--- src/design/kf_pkg.sv ---
// Shared types and constants for the three-axis scalar Kalman filter core.
// No dependencies; imported by the interfaces, every module and the checker.
package kf_pkg;

  localparam int CFG_IDX_W  = 4;
  localparam int CFG_DATA_W = 32;
  localparam int NOISE_AXES = 3;
  localparam int EST_W      = 32;
  localparam int VAR_W      = 24;
  localparam int PRED_W     = VAR_W + 1;
  localparam int DEN_W      = VAR_W + 2;
  localparam int REM_W      = VAR_W + 3;
  localparam int GAIN_W     = 17;
  localparam int DIV_STEPS  = GAIN_W;

  localparam logic [4:0]        DIV_LAST     = 5'(DIV_STEPS - 1);
  localparam logic [GAIN_W-1:0] ONE_Q16      = 17'h10000;
  localparam logic [VAR_W-1:0]  VAR_RESET    = 24'd6554;
  localparam logic [VAR_W-1:0]  VAR_SAT      = 24'hFFFFFF;
  localparam logic [VAR_W-1:0]  PNOISE_RESET = 24'd3277;
  localparam logic [VAR_W-1:0]  MNOISE_RESET = 24'd6554;
  localparam logic [VAR_W-1:0]  PSTART_RESET = 24'd6554;
  localparam logic [EST_W-1:0]  XSTART_RESET = 32'd0;

  typedef enum logic [CFG_IDX_W-1:0] {
    REG_PROC_X  = 4'd0,
    REG_PROC_Y  = 4'd1,
    REG_PROC_Z  = 4'd2,
    REG_MEAS_X  = 4'd3,
    REG_MEAS_Y  = 4'd4,
    REG_MEAS_Z  = 4'd5,
    REG_P_START = 4'd6,
    REG_X_START = 4'd7
  } cfg_reg_t;

  typedef struct packed {
    logic [NOISE_AXES-1:0][VAR_W-1:0] proc_noise;
    logic [NOISE_AXES-1:0][VAR_W-1:0] meas_noise;
    logic [VAR_W-1:0]                 p_start;
    logic [EST_W-1:0]                 x_start;
  } kf_cfg_t;

  typedef struct packed {
    logic take;
    logic load;
    logic div_step;
    logic mul;
    logic wb;
    logic out_load;
  } kf_cmd_t;

  typedef struct packed {
    logic last_axis;
  } kf_sts_t;

endpackage

--- src/design/kf_if.sv ---
// Valid/ready channel interfaces for measurement items and estimate items.
// Depends on kf_pkg for field widths.
interface kf_in_if import kf_pkg::*; ();
  logic                    valid;
  logic                    ready;
  logic signed [EST_W-1:0] meas_x;
  logic signed [EST_W-1:0] meas_y;
  logic signed [EST_W-1:0] meas_z;
  logic                    restart;

  modport source (output valid, meas_x, meas_y, meas_z, restart, input ready);
  modport sink   (input valid, meas_x, meas_y, meas_z, restart, output ready);
endinterface

interface kf_out_if import kf_pkg::*; ();
  logic                    valid;
  logic                    ready;
  logic signed [EST_W-1:0] est_x;
  logic signed [EST_W-1:0] est_y;
  logic signed [EST_W-1:0] est_z;

  modport source (output valid, est_x, est_y, est_z, input ready);
  modport sink   (input valid, est_x, est_y, est_z, output ready);
endinterface

--- src/design/kf_cfg_regs.sv ---
// Configuration register bank: noise, restart variance and restart estimate.
// Depends on kf_pkg.
module kf_cfg_regs import kf_pkg::*; (
  input  logic                  clk,
  input  logic                  rst_n,
  input  logic                  cfg_we,
  input  logic [CFG_IDX_W-1:0]  cfg_index,
  input  logic [CFG_DATA_W-1:0] cfg_data,
  output kf_cfg_t               cfg
);

  kf_cfg_t cfg_r, cfg_nxt;

  always_comb begin
    cfg_nxt = cfg_r;
    if (cfg_we) begin
      unique case (cfg_index)
        REG_PROC_X:  cfg_nxt.proc_noise[0] = cfg_data[VAR_W-1:0];
        REG_PROC_Y:  cfg_nxt.proc_noise[1] = cfg_data[VAR_W-1:0];
        REG_PROC_Z:  cfg_nxt.proc_noise[2] = cfg_data[VAR_W-1:0];
        REG_MEAS_X:  cfg_nxt.meas_noise[0] = cfg_data[VAR_W-1:0];
        REG_MEAS_Y:  cfg_nxt.meas_noise[1] = cfg_data[VAR_W-1:0];
        REG_MEAS_Z:  cfg_nxt.meas_noise[2] = cfg_data[VAR_W-1:0];
        REG_P_START: cfg_nxt.p_start       = cfg_data[VAR_W-1:0];
        REG_X_START: cfg_nxt.x_start       = cfg_data[EST_W-1:0];
        default:     cfg_nxt               = cfg_r; // drop writes beyond the bank
      endcase
    end
  end

  always_ff @(posedge clk) begin
    if (!rst_n) begin
      cfg_r.proc_noise <= {NOISE_AXES{PNOISE_RESET}};
      cfg_r.meas_noise <= {NOISE_AXES{MNOISE_RESET}};
      cfg_r.p_start    <= PSTART_RESET;
      cfg_r.x_start    <= XSTART_RESET;
    end else begin
      cfg_r <= cfg_nxt;
    end
  end

  assign cfg = cfg_r;

endmodule

--- src/design/kf_ctrl.sv ---
// Controller: sequences load, gain division, multiply and write-back per axis,
// and owns both handshakes. Depends on kf_pkg.
module kf_ctrl import kf_pkg::*; (
  input  logic    clk,
  input  logic    rst_n,
  input  logic    in_valid,
  output logic    in_ready,
  output logic    out_valid,
  input  logic    out_ready,
  input  kf_sts_t sts,
  output kf_cmd_t cmd
);

  typedef enum logic [5:0] {
    S_IDLE = 6'b000001,
    S_LOAD = 6'b000010,
    S_DIV  = 6'b000100,
    S_MUL  = 6'b001000,
    S_WB   = 6'b010000,
    S_DONE = 6'b100000
  } state_t;

  state_t     state_r, state_nxt;
  logic [4:0] div_cnt_r, div_cnt_nxt;
  logic       out_valid_r, out_valid_nxt;

  always_comb begin
    state_nxt   = state_r;
    div_cnt_nxt = div_cnt_r;
    cmd         = '0;
    in_ready    = 1'b0;
    unique case (state_r)
      S_IDLE: begin
        in_ready = 1'b1;
        if (in_valid) begin
          cmd.take  = 1'b1;
          state_nxt = S_LOAD;
        end
      end
      S_LOAD: begin
        cmd.load    = 1'b1;
        div_cnt_nxt = '0;
        state_nxt   = S_DIV;
      end
      S_DIV: begin
        cmd.div_step = 1'b1;
        div_cnt_nxt  = div_cnt_r + 5'd1;
        if (div_cnt_r == DIV_LAST) begin
          state_nxt = S_MUL;
        end
      end
      S_MUL: begin
        cmd.mul   = 1'b1;
        state_nxt = S_WB;
      end
      S_WB: begin
        cmd.wb    = 1'b1;
        state_nxt = sts.last_axis ? S_DONE : S_LOAD;
      end
      S_DONE: begin
        // hold until the output register is free
        if (!out_valid_r || out_ready) begin
          cmd.out_load = 1'b1;
          state_nxt    = S_IDLE;
        end
      end
      default: state_nxt = S_IDLE;
    endcase
  end

  always_comb begin
    if (cmd.out_load) begin
      out_valid_nxt = 1'b1;
    end else if (out_ready) begin
      out_valid_nxt = 1'b0;
    end else begin
      out_valid_nxt = out_valid_r;
    end
  end

  always_ff @(posedge clk) begin
    if (!rst_n) begin
      state_r     <= S_IDLE;
      div_cnt_r   <= '0;
      out_valid_r <= 1'b0;
    end else begin
      state_r     <= state_nxt;
      div_cnt_r   <= div_cnt_nxt;
      out_valid_r <= out_valid_nxt;
    end
  end

  assign out_valid = out_valid_r;

endmodule

--- src/design/kf_dpath.sv ---
// Datapath: per-axis state, restoring gain divider, estimate and variance
// multipliers, and the result register. Depends on kf_pkg.
module kf_dpath import kf_pkg::*; #(
  parameter int AXES = 3
) (
  input  logic                    clk,
  input  logic                    rst_n,
  input  kf_cmd_t                 cmd,
  output kf_sts_t                 sts,
  input  kf_cfg_t                 cfg,
  input  logic signed [EST_W-1:0] meas_x,
  input  logic signed [EST_W-1:0] meas_y,
  input  logic signed [EST_W-1:0] meas_z,
  input  logic                    restart,
  output logic signed [EST_W-1:0] est_x,
  output logic signed [EST_W-1:0] est_y,
  output logic signed [EST_W-1:0] est_z
);

  localparam int AXW = (AXES > 1) ? $clog2(AXES) : 1;
  localparam int OX  = 0 % AXES;
  localparam int OY  = 1 % AXES;
  localparam int OZ  = 2 % AXES;
  localparam int PE_W = EST_W + 1 + GAIN_W + 1;
  localparam int PV_W = GAIN_W + PRED_W;

  logic [NOISE_AXES-1:0][EST_W-1:0] meas_r;
  logic                    restart_r;
  logic [AXW-1:0]          axis_r;
  logic [1:0]              src_r;
  logic [EST_W-1:0]        est_mem_r [AXES];
  logic [VAR_W-1:0]        var_mem_r [AXES];
  logic [EST_W-1:0]        est_cur_r;
  logic [EST_W-1:0]        meas_cur_r;
  logic [PRED_W-1:0]       pred_r;
  logic [DEN_W-1:0]        den_r;
  logic [REM_W-1:0]        rem_r;
  logic [GAIN_W-1:0]       quo_r;
  logic                    zero_r;
  logic signed [PE_W-1:0]  prod_e_r;
  logic [PV_W-1:0]         prod_v_r;
  logic [EST_W-1:0]        est_x_r, est_y_r, est_z_r;

  logic [EST_W-1:0]        est_old;
  logic [VAR_W-1:0]        var_old;
  logic [PRED_W-1:0]       pred;
  logic [DEN_W-1:0]        den;
  logic                    qbit;
  logic [REM_W-1:0]        rem_sub;
  logic [GAIN_W-1:0]       gain;
  logic [GAIN_W-1:0]       inv_gain;
  logic signed [EST_W:0]   diff;
  logic signed [PE_W-1:0]  prod_e;
  logic [PV_W-1:0]         prod_v;
  logic [EST_W-1:0]        est_new;
  logic [DEN_W-1:0]        var_full;
  logic [VAR_W-1:0]        var_new;

  // operand fetch; restart substitutes the start values for every axis
  assign est_old = restart_r ? cfg.x_start : est_mem_r[axis_r];
  assign var_old = restart_r ? cfg.p_start : var_mem_r[axis_r];
  assign pred    = {1'b0, var_old} + {1'b0, cfg.proc_noise[src_r]};
  assign den     = {1'b0, pred} + {2'b0, cfg.meas_noise[src_r]};

  // one quotient bit per step; remainder stays below the divisor before the shift
  assign qbit    = (rem_r >= {1'b0, den_r});
  assign rem_sub = qbit ? (rem_r - {1'b0, den_r}) : rem_r;

  assign gain     = zero_r ? '0 : quo_r;
  assign inv_gain = ONE_Q16 - gain;
  assign diff     = $signed({meas_cur_r[EST_W-1], meas_cur_r})
                  - $signed({est_cur_r[EST_W-1], est_cur_r});
  assign prod_e   = diff * $signed({1'b0, gain});
  assign prod_v   = inv_gain * pred_r;

  // arithmetic slice of the product is the floor of the Q16 shift
  assign est_new  = est_cur_r + prod_e_r[EST_W+15:16];
  assign var_full = prod_v_r[PV_W-1:16];
  assign var_new  = (|var_full[DEN_W-1:VAR_W]) ? VAR_SAT : var_full[VAR_W-1:0];

  assign sts.last_axis = (axis_r == AXW'(AXES - 1));

  always_ff @(posedge clk) begin
    if (!rst_n) begin
      axis_r <= '0;
      src_r  <= '0;
    end else if (cmd.take) begin
      axis_r <= '0;
      src_r  <= '0;
    end else if (cmd.wb && !sts.last_axis) begin
      axis_r <= axis_r + AXW'(1);
      src_r  <= (src_r == 2'd2) ? 2'd0 : src_r + 2'd1;
    end
  end

  always_ff @(posedge clk) begin
    if (!rst_n) begin
      for (int i = 0; i < AXES; i++) begin
        est_mem_r[i] <= '0;
        var_mem_r[i] <= VAR_RESET;
      end
    end else if (cmd.wb) begin
      est_mem_r[axis_r] <= est_new;
      var_mem_r[axis_r] <= var_new;
    end
  end

  always_ff @(posedge clk) begin
    if (cmd.take) begin
      meas_r[0] <= meas_x;
      meas_r[1] <= meas_y;
      meas_r[2] <= meas_z;
      restart_r <= restart;
    end
    if (cmd.load) begin
      est_cur_r  <= est_old;
      meas_cur_r <= meas_r[src_r];
      pred_r     <= pred;
      den_r      <= den;
      rem_r      <= {2'b0, pred};
      zero_r     <= (den == '0);
    end
    if (cmd.div_step) begin
      rem_r <= {rem_sub[REM_W-2:0], 1'b0};
      quo_r <= {quo_r[GAIN_W-2:0], qbit};
    end
    if (cmd.mul) begin
      prod_e_r <= prod_e;
      prod_v_r <= prod_v;
    end
    if (cmd.out_load) begin
      est_x_r <= est_mem_r[OX];
      est_y_r <= est_mem_r[OY];
      est_z_r <= est_mem_r[OZ];
    end
  end

  assign est_x = est_x_r;
  assign est_y = est_y_r;
  assign est_z = est_z_r;

endmodule

--- src/design/three_axis_scalar_kalman_filter_core.sv ---
// Three-axis scalar Kalman filter core (random-walk model), Q15.16 / Q8.16.
// Items are worked one at a time; each axis takes one load, 17 steps of the shared
// restoring gain divider, one multiply, one write-back.
// Reset: synchronous, active low; clears estimates to zero, variances to 0.1,
// registers to their defaults and drops any pending result.
module three_axis_scalar_kalman_filter_core import kf_pkg::*; #(
  parameter int AXES = 3
) (
  input  logic                  clk,
  input  logic                  rst_n,
  kf_in_if.sink                 in_ch,
  kf_out_if.source              out_ch,
  input  logic                  cfg_we,
  input  logic [CFG_IDX_W-1:0]  cfg_index,
  input  logic [CFG_DATA_W-1:0] cfg_data
);

  kf_cfg_t cfg;
  kf_cmd_t cmd;
  kf_sts_t sts;

  // register bank: to be written only while the core is idle, which the bank does not enforce; read by the datapath
  kf_cfg_regs u_cfg (
    .clk       (clk),
    .rst_n     (rst_n),
    .cfg_we    (cfg_we),
    .cfg_index (cfg_index),
    .cfg_data  (cfg_data),
    .cfg       (cfg)
  );

  // controller: accepts an item only when idle, but the result register
  // lets the next item in while the previous result still waits downstream
  kf_ctrl u_ctrl (
    .clk       (clk),
    .rst_n     (rst_n),
    .in_valid  (in_ch.valid),
    .in_ready  (in_ch.ready),
    .out_valid (out_ch.valid),
    .out_ready (out_ch.ready),
    .sts       (sts),
    .cmd       (cmd)
  );

  // datapath: axes are walked in turn through one divider and two multipliers
  kf_dpath #(
    .AXES (AXES)
  ) u_dpath (
    .clk     (clk),
    .rst_n   (rst_n),
    .cmd     (cmd),
    .sts     (sts),
    .cfg     (cfg),
    .meas_x  (in_ch.meas_x),
    .meas_y  (in_ch.meas_y),
    .meas_z  (in_ch.meas_z),
    .restart (in_ch.restart),
    .est_x   (out_ch.est_x),
    .est_y   (out_ch.est_y),
    .est_z   (out_ch.est_z)
  );

endmodule

--- src/flat_wrapper.sv ---
// flat-port wrapper written by rule: the top's interface ports become plain ports
module three_axis_scalar_kalman_filter_core_flat import kf_pkg::*;
#(
  parameter int AXES = 3
)
  (clk, rst_n, cfg_we, cfg_index, cfg_data, in_ch_valid, in_ch_meas_x, in_ch_meas_y, in_ch_meas_z, in_ch_restart, in_ch_ready, out_ch_valid, out_ch_est_x, out_ch_est_y, out_ch_est_z, out_ch_ready);
  kf_in_if in_ch_i ();
  kf_out_if out_ch_i ();
  input  logic clk;
  input  logic rst_n;
  input  logic cfg_we;
  input  logic [CFG_IDX_W-1:0] cfg_index;
  input  logic [CFG_DATA_W-1:0] cfg_data;
  input wire logic [$bits(in_ch_i.valid)-1:0] in_ch_valid;
  input wire logic [$bits(in_ch_i.meas_x)-1:0] in_ch_meas_x;
  input wire logic [$bits(in_ch_i.meas_y)-1:0] in_ch_meas_y;
  input wire logic [$bits(in_ch_i.meas_z)-1:0] in_ch_meas_z;
  input wire logic [$bits(in_ch_i.restart)-1:0] in_ch_restart;
  output wire logic [$bits(in_ch_i.ready)-1:0] in_ch_ready;
  output wire logic [$bits(out_ch_i.valid)-1:0] out_ch_valid;
  output wire logic [$bits(out_ch_i.est_x)-1:0] out_ch_est_x;
  output wire logic [$bits(out_ch_i.est_y)-1:0] out_ch_est_y;
  output wire logic [$bits(out_ch_i.est_z)-1:0] out_ch_est_z;
  input wire logic [$bits(out_ch_i.ready)-1:0] out_ch_ready;
  assign in_ch_i.valid = in_ch_valid;
  assign in_ch_i.meas_x = in_ch_meas_x;
  assign in_ch_i.meas_y = in_ch_meas_y;
  assign in_ch_i.meas_z = in_ch_meas_z;
  assign in_ch_i.restart = in_ch_restart;
  assign in_ch_ready = in_ch_i.ready;
  assign out_ch_valid = out_ch_i.valid;
  assign out_ch_est_x = out_ch_i.est_x;
  assign out_ch_est_y = out_ch_i.est_y;
  assign out_ch_est_z = out_ch_i.est_z;
  assign out_ch_i.ready = out_ch_ready;
  three_axis_scalar_kalman_filter_core #(.AXES(AXES)) u_core (.clk(clk), .rst_n(rst_n), .in_ch(in_ch_i), .out_ch(out_ch_i), .cfg_we(cfg_we), .cfg_index(cfg_index), .cfg_data(cfg_data));
endmodule
--- config.mk ---
export PLATFORM = sky130hd
export DESIGN_NAME = three_axis_scalar_kalman_filter_core_flat
export DESIGN_NICKNAME = d
export VERILOG_FILES = /design/src/design/kf_pkg.sv /design/src/design/kf_if.sv /design/src/design/kf_cfg_regs.sv /design/src/design/kf_ctrl.sv /design/src/design/kf_dpath.sv /design/src/design/three_axis_scalar_kalman_filter_core.sv /design/src/flat_wrapper.sv
export SDC_FILE = /design/constraint.sdc
export NUM_CORES = 2
export LEC_CHECK = 0
export ABC_AREA = 1
export BUFFER_PORTS_ARGS = -buffer_cell sky130_fd_sc_hd__buf_4
export CORE_MARGIN = 2
export CORE_UTILIZATION = 30
export CTS_BUF_LIST = sky130_fd_sc_hd__clkbuf_8
export DETAILED_ROUTE_END_ITERATION = 8
export SYNTH_ARGS = -nofsm -noshare
export SYNTH_HDL_FRONTEND = slang
export SYNTH_SLANG_ARGS = --single-unit
export TNS_END_PERCENT = 50
--- constraint.sdc ---
create_clock -name clk -period 7.6 [get_ports clk]
set_clock_uncertainty 0.15 [all_clocks]
set_input_delay 0.76 -clock clk [delete_from_list [all_inputs] [get_ports clk]]
set_output_delay 0.76 -clock clk [all_outputs]
set_load 0.005 [all_outputs]
# --- After elaboration in Yosys (flattened, before gate mapping) ---
# Memory sizes are Yosys's and may differ from the RTL's. A register that Yosys moved wholly into a read port is not among the register bits.
# Cells that the tools add are included.
# W data, S select, Z words.
word_totals:
  register_bits: 563
  mem_bits_rw: 168
  inputBits: 138
  out_inout_bits: 98
  elab_cells: 129
  n_memories: 2
classes:
  n_addsub: 9
  mul: 2
  magnitude_cmp: 2
  n_eq_ne: 19
  muxes: 45
  n_bitwise: 1
  n_reduce_logical: 22
mem_list:
  columns: ["memory", "depth", "word_bits", "rd", "rd_ports_with_merged_regs", "write_ports", "line_no", "source"]
  rows:
  - ["u_core.u_dpath.est_mem_r", 3, 32, 4, 4, 3, "kf_dpath.sv:31", "logic [EST_W-1:0] est_mem_r [AXES];"]
  - ["u_core.u_dpath.var_mem_r", 3, 24, 1, 1, 3, "kf_dpath.sv:32", "logic [VAR_W-1:0] var_mem_r [AXES];"]
op_table:
  columns: ["operator", "count"]
  rows:
  - ["$mux W24", 5]
  - ["$bmux W24 S2", 2]
  - ["$mux W32", 3]
  - ["$bmux W32 S2", 1]
  - ["$mux W27", 2]
  - ["$mul A33 B18 Y48", 1]
  - ["$mul A17 B25 Y42", 1]
  - ["$pmux W6 S6", 1]
  - ["$sub A32 B32 Y33", 1]
  - ["$add A32 B32 Y32", 1]
  - ["$reduce_or A32 Y1", 1]
  - ["$ge A27 B26 Y1", 1]
  - ["$add A25 B24 Y26", 1]
  - ["$logic_not A26 Y1", 1]
  - ["$mux W26", 1]
  - ["$sub A26 B26 Y26", 1]
  - ["$add A24 B24 Y25", 1]
  - ["$mux W6", 4]
  - ["$reduce_or A24 Y1", 1]
  - ["$mux W1", 17]
  - ["$mux W17", 1]
  - ["$sub A17 B17 Y17 const A", 1]
  - ["$eq A4 B3 Y1 const B", 4]
  - ["$reduce_and A2 Y1", 8]
  - ["24 further kinds", 39]

# --- Depth between registers and ports, before layout ---
depth:
  word_depth: 7
  depth_mapped: 40
  mapped_depth_nobuf: 38

# --- Cells and area by module ---
# From an unflattened synthesis, not the netlist that was laid out.
hier_totals:
  cells_unflattened: 8747
  area_unflattened_um2: 73725.7
modules_own_cells:
  columns: ["module", "instances", "cells_each", "area_per_inst_um2", "seq_area_each_um2"]
  rows:
  - ["kf_dpath", 1, 7537, 65320.1, 19178.4]
  - ["kf_cfg_regs", 1, 1112, 7699.9, 4003.8]
  - ["kf_ctrl", 1, 98, 705.7, 240.2]

# --- Worst setup path before layout ---
# Ideal clock, no wire load.
synth_timing:
  kind: "register -> register"
  startpoint: "reg u_core.u_dpath.zero_r"
  endpoint: "reg u_core.u_dpath.prod_v_r[41] (data pin)"
  setup_ns: 0.261
  t_arrival_ns: 7.298
  required_ns: 7.189
  setup_slack_ns: -0.109
  path_stages_with_launch: 41
  n_path_buf: 3
  period_less_slack_ns: 7.709
  cell_sequence: "edfxtp_1 inv_4 nand2_1 clkbuf_1 clkbuf_1 ha_1 nand2_4 nor2_4 nand4_2 nor2_1 nand2_1 nor3_2 inv_2 nor2_2 nand3_1 or3_1 nand2_2 inv_2 (+5 left out) fa_1 inv_1 fa_1 inv_1 fa_1 fa_1 ha_1 nand2_1 nor2_1 inv_1 nor3_1 and3_1 nand2_1 and3_1 o21ai_0 nand4_1 nand4_1 xor2_1"
synth_between:
  elab_chain_cells: 3
synth_lines:
  columns: ["element", "line_no", "source"]
  rows:
  - ["from (decl)", "kf_dpath.sv:39", "logic zero_r;"]
  - ["from (signal assigned)", "kf_dpath.sv:121", "zero_r <= (den == '0);"]
  - ["$mux W17", "kf_dpath.sv:69", "assign gain = zero_r ? '0 : quo_r;"]
  - ["$sub A17 B17 Y17", "kf_dpath.sv:70", "assign inv_gain = ONE_Q16 - gain;"]
  - ["$mul A17 B25 Y42", "kf_dpath.sv:74", "assign prod_v = inv_gain * pred_r;"]
  - ["net u_core.u_dpath.prod_v[41]", "kf_dpath.sv:54", "logic [PV_W-1:0] prod_v;"]
  - ["to (signal assigned)", "kf_dpath.sv:129", "prod_v_r <= prod_v;"]
  - ["to (decl)", "kf_dpath.sv:41", "logic [PV_W-1:0] prod_v_r;"]
# The timed path passes the listed nets, and every way through them passes these cells.
# A chain may end at the register's enable or synchronous reset.

# --- Worst setup path after layout ---
layout_timing:
  startpoint: "reg u_core.u_dpath.est_cur_r[1]"
  endpoint: "reg u_core.u_dpath.prod_e_r[47] (data pin)"
layout_between:
  elab_chain_cells: 2
layout_lines:
  columns: ["element", "line_no", "source"]
  rows:
  - ["from (decl)", "kf_dpath.sv:33", "logic [EST_W-1:0] est_cur_r;"]
  - ["from (signal assigned)", "kf_dpath.sv:116", "est_cur_r <= est_old;"]
  - ["$sub A32 B32 Y33", "kf_dpath.sv:72", "- $signed({est_cur_r[EST_W-1], est_cur_r});"]
  - ["$mul A33 B18 Y48", "kf_dpath.sv:73", "assign prod_e = diff * $signed({1'b0, gain});"]
  - ["net u_core.u_dpath.prod_e[47]", "kf_dpath.sv:53", "logic signed [PE_W-1:0] prod_e;"]
  - ["to (signal assigned)", "kf_dpath.sv:128", "prod_e_r <= prod_e;"]
  - ["to (decl)", "kf_dpath.sv:40", "logic signed [PE_W-1:0] prod_e_r;"]
# The timed path passes the listed nets, and every way through them passes these cells.

==> impl_results.md <==
- Fmax achieved: 130 MHz
- Critical Path End Type: flip-flop
- Area Growth Syn to Fin: 22.0%
- Congestion Overflow GR: 0
- Largest net degree at the start of global routing: 97
- Average wire per standard cell: between 15 and 20 um
- Sequential share of the synthesized area: between 30% and 40%
- Seq cells post-synth: between 800 and 900
- Core Footprint: between 200000 and 250000 sq um
- DR DRC count: 0
- Vias in the first global route: 60.4k
- Worst skew pair latency: 990 ps
- Worst-margin pin slew: between 1000 and 1500 ps
- Crit path launch type: flip-flop
- Layout Nets: 10.4k
- Req. time, crit path: 8090 ps
- PortBufs: approximately 240
- Final Cycle Share: 101%
- 1st-pass router iterations: 6
- FF/Latch Area: about 23000 sq um
- Die Width: about 490 um
- Die Y: ~500 um
- Share of layout cells above drive strength 1: 17.3%
- Synth top area share: a little over a quarter
- CTS sink count: 853
- Total vias in the final route: around 60k
- Slowest CP cell: fa_1
- Mapped Nets: between 9k and 10k
- Yosys cell types: 58
- CP Max Fanout: 4
- Antenna violations before repair: 9
- Endpoints failing setup: 5
- Hpwl dp: ~180 mm
- Clk buf depth: 3
- Routability cong.: about 0.93
- CTS H-tree lvls: 4
- Rows: between 150 and 200
- # fillers: around 24k
- Vias per cell: ~4.8
- Syn. warnings: 0
- Hold slack: roughly 80 ps
- FFs w/ async S/R, synth: 0%
- Final Hold Fails: 0
- Min-Delay Path Class: input pin to flip-flop
- EDFF count, synth: 634
- Finished Layout Cells: between 10k and 15k
- Leading area contributor after synthesis: edfxtp_1
- Netlist Area Pre-Place: roughly 72000 sq um
- CP max stage delay: 560 ps
- Synth top area cells: edfxtp_1 (27%), fa_1 (24%), inv_1 (8.2%), nor2_1 (7.3%), nand2_1 (6.9%)
- RSZ-0062 raised after global routing: true
- Initial core utilization: 30.1%
- Average size of a mapped cell: between 8 and 9 sq um
- Post-place setup slack: -533 ps
- Inst Count DP: 11.9k
- Final WL: 239 mm
- Prevailing post-synth register cell: edfxtp_1
- Slew margin rel.: between 30% and 40%
- DIE AREA: between 200000 and 250000 sq um
- Clock Pin Slew Worst Setup and Hold Paths: 70 ps
- Cells after synthesis: 8176
- Worst setup margin: -79.7 ps
- Detailed router's first-iteration violation count: a little over 5k
- Kind of critical path: flip-flop to flip-flop
- Slew Limit Fails: 0
- Clock root buffer: clkbuf_8
- Total CTS buffers: around 140
- Tmin final: between 7000 and 8000 ps
- Remaining antenna violation count: 0
- GRT Total Usage: approximately a fifth
- Outcome: complete, but fails checks
- Max Cap Violations: 0
- First-pass GRT wire length: between 300 and 400 mm
- Area of the multi-input gates: between 40000 and 50000 sq um
- Worst Path Arrival: ~8200 ps
- Post-layout util: between 30 and 40%
- Failing checks: setup timing
- # IOs: around 240
- CTS tree: yes
per-stage QoR:
stage / setup TNS, ps / instance area [sq um]
2_1_floorplan: 0 / 71500
3_3_place_gp: -6900 / 81100
3_5_place_dp: -8140 / 81100
4_1_cts: -312 / 85800
5_1_grt: -8640 / 87300
6_report: -197 / 87300
kinds of logic (layout without fill, tap and decap cells):
group	Yosys count	in the layout	share of synthesized area (%)
compound gates	991	991	7.63
xor+xnor	179	179	2.19
fa+ha+maj	1229	1229	30.5
buf+inv	1898	2846	10.1
flops	853	853	32.8
other cells	0	9	0
simple gates	3026	3026	16.8
flip-flops by register name (all words and copies together), names as in the netlist, named ones only:
| register | cells |
|---|---|
| u_core.u_dpath.quo_r | 17 |
| u_core.u_dpath.prod_e_r | 32 |
| u_core.u_dpath.rem_r | 27 |
| u_core.u_ctrl.div_cnt_r | 5 |
| u_core.u_dpath.axis_r | 2 |
| u_core.u_dpath.est_mem_r | 128 |
| u_core.u_dpath.var_mem_r | 96 |
| u_core.u_dpath.den_r | 26 |
| u_core.u_dpath.restart_r | 1 |
| out_ch_est_y | 32 |
| u_core.u_dpath.meas_cur_r | 32 |
| u_core.u_dpath.src_r | 2 |
| u_core.u_ctrl.out_valid | 1 |
| out_ch_est_z | 32 |
| u_core.u_dpath.est_cur_r | 32 |
| u_core.u_cfg.cfg | 200 |
| u_core.u_dpath.meas_r | 96 |
| u_core.u_dpath.zero_r | 1 |
| u_core.u_dpath.prod_v_r | 26 |
| u_core.u_dpath.pred_r | 25 |
| u_core.u_ctrl.state_r | 6 |
| out_ch_est_x | 32 |
cells in the mapped netlist (all sizes together) (2+ instances only):
cell,count
inv,1569
nor2,1393
nand2,1318
fa,861
edfxtp,634
o21ai,444
ha,368
a21oi,328
clkbuf,258
dfxtp,219
nand3,151
xor2,99
a31oi,85
xnor2,80
nand4,66
buf,58
nor3,38
a22oi,35
or2,35
o211ai,25
a21boi,13
a21o,13
clkinv,13
o21a,12
nor4,10
o21bai,10
nand3b,7
a211oi,6
o221ai,6
and3,5
o2111ai,3
o311ai,3
a221oi,2
o31ai,2
routing by layer:
metal  wire, um  global-route usage [%]
met4       8330                    6.27
met2     113000                    32.2
met5         13                       0
met1      99900                    25.5
met3      17400                    3.34
layout by cell type (no fill, tap or decap), types with 20 or more instances in the layout:
| cell | count |
|---|---|
| a31oi_1 | 79 |
| buf_4 | 861 |
| nand3_1 | 141 |
| edfxtp_1 | 634 |
| fa_2 | 27 |
| dfxtp_1 | 217 |
| nand2_2 | 56 |
| nor2_4 | 28 |
| or2_2 | 33 |
| clkbuf_8 | 152 |
| nor2_2 | 48 |
| dlygate4sd3_1 | 105 |
| ha_4 | 41 |
| a21oi_1 | 253 |
| fa_1 | 834 |
| ha_1 | 325 |
| buf_6 | 24 |
| o21ai_0 | 382 |
| xnor2_1 | 78 |
| buf_12 | 25 |
| o21ai_1 | 44 |
| xor2_1 | 95 |
| inv_2 | 54 |
| a21oi_2 | 67 |
| nand2_1 | 1241 |
| clkinv_1 | 36 |
| o211ai_1 | 25 |
| nand2_4 | 20 |
| nor2_1 | 1317 |
| inv_1 | 1536 |
| nor3_1 | 32 |
| a22oi_1 | 35 |
| nand4_1 | 64 |
critical path: cells and delay by family, from the launching register on:
family | cells | cell delay, ps
and+or+nand+nor | 7 | 660
buffers and inverters | 12 | 1210
AOI/OAI and AO/OA | 8 | 1150
adders and majority gates | 8 | 3810
DFF | 1 | 450
final timing paths:
path	start	to	slack [ps]	cells after the start
setup / recovery	u_core.u_dpath.est_cur_r[1]	u_core.u_dpath.prod_e_r[47]	-80	35
hold reg to reg	u_core.u_dpath.est_mem_r[1][2]	out_ch_est_y[2]	270	0
hold / removal	in_ch_meas_y[28]	u_core.u_dpath.meas_r[60]	80	1
setup reg to reg	u_core.u_dpath.est_cur_r[1]	u_core.u_dpath.prod_e_r[47]	-80	35
what timing repair did:
| action | 4_1_cts | 5_1_grt |
|---|---|---|
| endpoints found under the setup margin | 32 | 56 |
| hold buffers | 105 | 0 |
| endpoints found under the hold margin | 105 | 0 |
| resized for setup | 194 | 324 |
| setup buffers | 19 | 26 |
| pin swaps | 61 | 133 |
final cells by class:
type	count	area share [%]
antenna	9	0.0258
clock inverter	93	0.730
timing repair buffer	1019	9.56
sequential	853	26.8
clock buffer	152	2.40
inverter	1582	6.85
tap	3167	4.54
multi-input combinational	5425	49.0
Power is not shown: default switching activity piles up to over one toggle a cycle in this logic, so the estimate is an artifact.
